`config.mk`:
```
export PLATFORM = sky130hd
export DESIGN_NAME = hst_front
export DESIGN_NICKNAME = d
export VERILOG_FILES = /design/src/rtl/hst_pkg.sv /design/src/rtl/hst_front.sv
export SDC_FILE = /design/constraint.sdc
export NUM_CORES = 1
export LEC_CHECK = 0
export ABC_AREA = 0
export BUFFER_PORTS_ARGS = -buffer_cell sky130_fd_sc_hd__clkbuf_2
export CAP_MARGIN = 20
export CELL_PAD_IN_SITES_DETAIL_PLACEMENT = 0
export CELL_PAD_IN_SITES_GLOBAL_PLACEMENT = 2
export CORE_MARGIN = 2
export CORE_UTILIZATION = 39
export CTS_BUF_LIST = sky130_fd_sc_hd__clkbuf_2 sky130_fd_sc_hd__clkbuf_4 sky130_fd_sc_hd__clkbuf_8
export DETAILED_ROUTE_END_ITERATION = 7
export HOLD_SLACK_MARGIN = 0.1
export PLACE_DENSITY = 0.91
export REMOVE_ABC_BUFFERS = 1
export SLEW_MARGIN = 20
export SYNTH_ARGS = -nofsm -noshare
export SYNTH_HDL_FRONTEND = slang
export SYNTH_SLANG_ARGS = --single-unit
```
`constraint.sdc`:
```
create_clock -name clk -period 3.28 [get_ports clk]
set_clock_uncertainty 0.05 [all_clocks]
set_input_delay 0.328 -clock clk [delete_from_list [all_inputs] [get_ports clk]]
set_output_delay 0.328 -clock clk [all_outputs]
set_load 0.1 [all_outputs]
```
`src/rtl/hst_pkg.sv`:
```
// Shared definitions for the handle slot table: field widths, op and status
// codes, the decoded command kind and the queued command record.
// No dependencies; every other file of the block uses this package.
`timescale 1ns / 1ps

package hst_pkg;

  // Field widths of the stream payload.
  localparam int OP_W     = 2;
  localparam int HANDLE_W = 32;
  localparam int CTX_W    = 16;
  localparam int STATUS_W = 2;

  // Default table size and the group width of the free-slot scan.
  localparam int SLOTS_DEF = 256;
  localparam int GROUP_W   = 16;

  // Depth of the command queue between front and back.
  localparam int QUEUE_DEPTH = 2;

  // Op codes on the input channel.
  localparam logic [OP_W-1:0] OP_REGISTER = 2'd0;
  localparam logic [OP_W-1:0] OP_RETIRE   = 2'd1;
  localparam logic [OP_W-1:0] OP_GRAB     = 2'd2;

  // Status codes on the result channel.
  localparam logic [STATUS_W-1:0] STATUS_OK   = 2'd0;
  localparam logic [STATUS_W-1:0] STATUS_MISS = 2'd1;
  localparam logic [STATUS_W-1:0] STATUS_FULL = 2'd2;

  // Command kind as decided by the front end.
  typedef enum logic [1:0] {
    KIND_REGISTER,
    KIND_RETIRE,
    KIND_GRAB,
    KIND_BAD
  } kind_t;

  // One queued command.
  typedef struct packed {
    kind_t                kind;
    logic [HANDLE_W-1:0]  handle;
    logic [CTX_W-1:0]     ctx;
  } cmd_t;

endpackage

```
`src/rtl/hst_front.sv`:
```
// Front end of the handle slot table: accepts input beats, decodes the op
// into a command kind and holds commands in a short queue for the back end.
// Depends on hst_pkg.
`timescale 1ns / 1ps

module hst_front (
  input  logic                          clk,
  input  logic                          rst_n,
  input  logic                          in_tvalid,
  output logic                          in_tready,
  input  logic [hst_pkg::OP_W-1:0]      in_op,
  input  logic [hst_pkg::HANDLE_W-1:0]  in_handle,
  input  logic [hst_pkg::CTX_W-1:0]     in_ctx,
  output logic                          q_valid,
  output hst_pkg::cmd_t                 q_cmd,
  input  logic                          q_pop
);

  localparam int PTR_W = $clog2(hst_pkg::QUEUE_DEPTH);
  localparam int CNT_W = $clog2(hst_pkg::QUEUE_DEPTH + 1);

  hst_pkg::cmd_t        queue_r [hst_pkg::QUEUE_DEPTH];
  logic [PTR_W-1:0]     wr_ptr_r, wr_ptr_nxt;
  logic [PTR_W-1:0]     rd_ptr_r, rd_ptr_nxt;
  logic [CNT_W-1:0]     count_r, count_nxt;
  hst_pkg::cmd_t        in_cmd;
  logic                 push;
  logic                 pop;

  // Decode the op; the unused code becomes a command that always misses.
  always_comb begin
    in_cmd.handle = in_handle;
    in_cmd.ctx    = in_ctx;
    case (in_op)
      hst_pkg::OP_REGISTER: in_cmd.kind = hst_pkg::KIND_REGISTER;
      hst_pkg::OP_RETIRE:   in_cmd.kind = hst_pkg::KIND_RETIRE;
      hst_pkg::OP_GRAB:     in_cmd.kind = hst_pkg::KIND_GRAB;
      default:              in_cmd.kind = hst_pkg::KIND_BAD;
    endcase
  end

  assign in_tready = (count_r != CNT_W'(hst_pkg::QUEUE_DEPTH));
  assign push      = in_tvalid && in_tready;
  assign q_valid   = (count_r != '0);
  assign pop       = q_pop && q_valid;
  assign q_cmd     = queue_r[rd_ptr_r];

  // Pointer and fill count updates.
  always_comb begin
    wr_ptr_nxt = wr_ptr_r;
    rd_ptr_nxt = rd_ptr_r;
    count_nxt  = count_r;
    if (push) begin
      wr_ptr_nxt = (wr_ptr_r == PTR_W'(hst_pkg::QUEUE_DEPTH - 1)) ? '0 : wr_ptr_r + 1'b1;
    end
    if (pop) begin
      rd_ptr_nxt = (rd_ptr_r == PTR_W'(hst_pkg::QUEUE_DEPTH - 1)) ? '0 : rd_ptr_r + 1'b1;
    end
    case ({push, pop})
      2'b10:   count_nxt = count_r + 1'b1;
      2'b01:   count_nxt = count_r - 1'b1;
      default: count_nxt = count_r;
    endcase
  end

  always_ff @(posedge clk) begin
    if (!rst_n) begin
      wr_ptr_r <= '0;
      rd_ptr_r <= '0;
      count_r  <= '0;
    end else begin
      wr_ptr_r <= wr_ptr_nxt;
      rd_ptr_r <= rd_ptr_nxt;
      count_r  <= count_nxt;
    end
  end

  // Queue storage carries payload only.
  always_ff @(posedge clk) begin
    if (push) begin
      queue_r[wr_ptr_r] <= in_cmd;
    end
  end

endmodule

```
# Yosys cells after proc, flatten, opt, wreduce, memory -nomap -nowiden
# Memory sizes are Yosys's and may differ from the RTL's. A register that Yosys moved wholly into a read port is not among the register bits.
# Index checks and enable logic that the tools add are counted.
classes:
  n_mux: 8
  reduce_logical: 5
  add_sub_neg: 4
  n_eq_ne: 5
ops:
  columns: ["cell", "n"]
  rows:
  - ["$mux W1", 6]
  - ["$pmux W2 S3", 1]
  - ["$eq A2 B1 Y1 const B", 2]
  - ["$eq A2 B2 Y1 const B", 2]
  - ["$pmux W2 S2", 1]
  - ["$reduce_bool A2 Y1", 2]
  - ["$add A1 B1 Y1 const B", 2]
  - ["$add A2 B1 Y2 const B", 1]
  - ["$logic_and A1 B1 Y1", 2]
  - ["$logic_not A2 Y1", 1]
  - ["$ne A2 B2 Y1 const B", 1]
  - ["$sub A2 B1 Y2 const B", 1]
totals:
  regBits: 4
  inputBits: 54
  ramBits: 100
  memories: 1
memory_table:
  columns: ["memory", "words", "width", "rd", "rd_clocked_by_memory_dff", "wr", "line", "rtl"]
  rows:
  - ["queue_r", 2, 50, 1, 1, 1, "hst_front.sv:22", "hst_pkg::cmd_t queue_r [hst_pkg::QUEUE_DEPTH];"]

# Longest topological paths before layout
depth:
  depth_word: 4
  ltp_mapped: 6
  ltp_nobuf: 6

# Worst setup path after synthesis
# Ideal clock, no wire load.
synth_path:
  path_kind: "register -> register"
  from: "reg count_r[0]"
  to: "mem queue_r[1][0] in the netlist's numbering, enable pin"
  path_stages_with_launch: 3
  period_less_slack_ps: 3082
  arrival_ps: 2619
  setup_ps: 413
  path_slack_ps: 198
  required_ps: 2817
  cell_sequence: "dfxtp_1 > nand2b_1 > and3_1"
synth_between:
  elab_chain_len: 4
synth_lines:
  columns: ["item", "line", "rtl"]
  rows:
  - ["start: declaration", "hst_front.sv:25", "logic [CNT_W-1:0] count_r, count_nxt;"]
  - ["start signal: assignment", "hst_front.sv:74", "count_r <= count_nxt;"]
  - ["$ne A2 B2 Y1", "hst_front.sv:42", "assign in_tready = (count_r != CNT_W'(hst_pkg::QUEUE_DEPTH));"]
  - ["via in_tready", "hst_front.sv:10", "output logic in_tready,"]
  - ["$logic_and A1 B1 Y1", "hst_front.sv:43", "assign push = in_tvalid && in_tready;"]
  - ["$mux W1", "hst_front.sv:80", "if (push) begin"]
  - ["$mux W1 (not written as such)", "hst_front.sv:81", "queue_r[wr_ptr_r] <= in_cmd;"]
  - ["end: declaration", "hst_front.sv:22", null]
# The timed path passes the listed nets, and every way through them passes these cells.

==> flow_summary.toml <==
[finish]
instances_no_fill = 477
share_of_final_layout_standard_cells_stronger_than_drive_strength_1_pct = 52.0
diodes = 0
areaGrowthSynthToFinish_pct = 34.3
fill_cells = 817
number_of_nets_in_the_layout = 394

[clocking]
clockRootBuffer = "clkbuf_8"
postCtsResizedCells = 0
clkLatencyLatePin_ns = 0.35
hold_fix_buffers_at_cts = 44
clkSlewWorstSetupHoldPaths_ns = 0.09
number_of_sinks_handled_by_clock_tree_synthesis = 105
tritoncts_clock_tree = "built"
total_clock_buffers_created_by_cts = 9
htree_levels = 3
longest_clk_path_bufs = 2
post_cts_setup_buffer_count = 0

[floorplan]
core-area_um2 = 9640
io_pins = 106
placementRows = 36
die_h_um = 103
die_footprint_um2 = 10600
initial_core_utilization_pct = 39.8
die_width_um = 103

[setup_path]
critical-path-top-delay-family = "flip-flops"
worst_endpoint_required_time_ns = 2.90
cp_slowest_stage_delay_ns = 0.70
timing.setup.critical_path_class = "reg2out"
crit_slowest_cell = "dfxtp_2"
timing.critical_path.buf_inv = 2
critical_path.cell_chain = "buf_12 > mux2_2 > clkbuf_2"
startpoint_type = "flip-flop"
worstPathArrival_ns = 2.09
timing.critical_path.to_type = "output pin"
max_fanout_on_critical_path = 29

[grt]
grt-ovfl-total = 0
grt_start_max_net_pins = 32
first_global_vias = 2128
track_usage_pct = 12.8
antenna_found_initial = 0
grt_pass1_wl_um = 9940

[detailed_routing]
drt_iter0_drc = 77
detail_route.first_pass.iterations = 4
drt_drc = 0
antenna_left = 0
detailroute.via_count = 2149
totalWireLength_um = 6800
post_drt_via_cell_ratio = 4.51
drt_wl_cell_um = 14.3

[sta]
final.setup.tns_ns = 0
tightest_slew_ns = 0.567
hold_viol_final = 0
slew_viol_final = 0
fin_crit_ns = 2.47
timing.final.crit_share_pct = 75.2
slew-limit-headroom_pct = 62.2
max_freq_ghz = 0.405
post-route-worst-setup-slack_ns = 0.814
grt_setup_unrepaired = "false"
final-setup-viol-count = 0

[yosys]
netlist_instances = 182
synth.cell_area_um2 = 3840
postSynthRegisterBits = 105
synth_seq_area_share_pct = 80.9
synth_area_per_cell_um2 = 21.1
synth-warning-count = 0
number_of_unique_standard_cell_types_used_by_synthesis = 21

[placement]
pre_cts_slack_ns = 1.16
place_hpwl_um = 4300
gp_congestion = 0.685
io_buffers = 105
place_inst = 416

[run_status]
status = "finished clean"

[flow_run]
cap_viol_max_count = 0

[min_path]
holdCritPathClass = "in2reg"
cell usage in the layout (no fill, tap or decap), drive strengths merged, types with 2 or more instances in the layout:
cell type	netlist	routed
clkbuf	3	115
edfxtp	100	100
mux2	50	50
dlygate4sd3	0	45
dfxtp	5	5
clkinv	0	5
buf	5	4
xnor2	3	3
nor2b	2	2
a21boi	2	2
final timing paths:
check,to,cells past startpoint,slack [ns],from
setup reg to reg,queue_r[0][41],4,1.28,count_r[0]
setup / recovery,q_cmd[28],3,0.81,flip-flop
hold reg to reg,count_r[1],2,0.48,count_r[1]
hold / removal,queue_r[0][39],1,0.13,in_handle[23]
logic make-up after synthesis:
family          synth area share, %
xor+xnor                      0.685
buf+inv                        1.04
compound gates                0.978
simple gates                   1.44
mux                            14.7
flops                          80.9
fa+ha+maj                     0.326
area by class of cell:
class | count | area, um^2 | area share [%]
Inverter | 1 | 3.75 | 0.0728
Sequential cell | 105 | 3100 | 60.2
Timing Repair Buffer | 154 | 1020 | 19.8
Clock buffer | 10 | 131 | 2.55
Tap cell | 133 | 166 | 3.23
Clock inverter | 6 | 35.0 | 0.680
Multi-Input combinational cell | 68 | 696 | 13.5
metrics by stage:
step                      instance area [um^2]  hold slack, ns  util [%]
after global placement                    4540           0.455      47.1
after floorplan                           3800           0.377         -
after CTS                                 5140           0.101      53.4
after detailed placement                  4540           0.466      47.1
final                                     5150           0.126      53.5
after global routing                      5150           0.104      53.5
sequential cells by signal, summed over array words and instances, names as in the netlist, named ones only:
name and count:
rd_ptr_r 1, queue_r 100, wr_ptr_r 1, count_r 2
cell usage after synthesis:
library cell  instances  area share [%]
or3_1                 1            0.16
mux2_2               50              15
o21a_1                1            0.20
buf_2                 5            0.65
nand2b_1              1            0.16
ha_1                  1            0.33
o21ai_0               1            0.13
a21boi_0              1            0.20
dfxtp_1               5             2.6
inv_1                 1           0.098
and2_1                1            0.16
a21bo_2               1            0.26
nor2b_1               2            0.33
and3_1                1            0.16
or2_2                 1            0.16
nand3b_1              1            0.20
nand2_1               1           0.098
xnor2_1               3            0.68
edfxtp_1            100              78
clkbuf_1              3            0.29
a21boi_1              1            0.20
per-layer routing:
metal	vias to the layer above	global-route usage [%]	share of wire, %
li1	1024	-	-
met4	0	8.00	2.5
met3	14	2.82	4.6
met1	1048	15.0	42
met5	-	0	0
met2	63	21.6	51
Power is not shown: default switching activity piles up to over one toggle a cycle in this logic, so the estimate is an artifact.
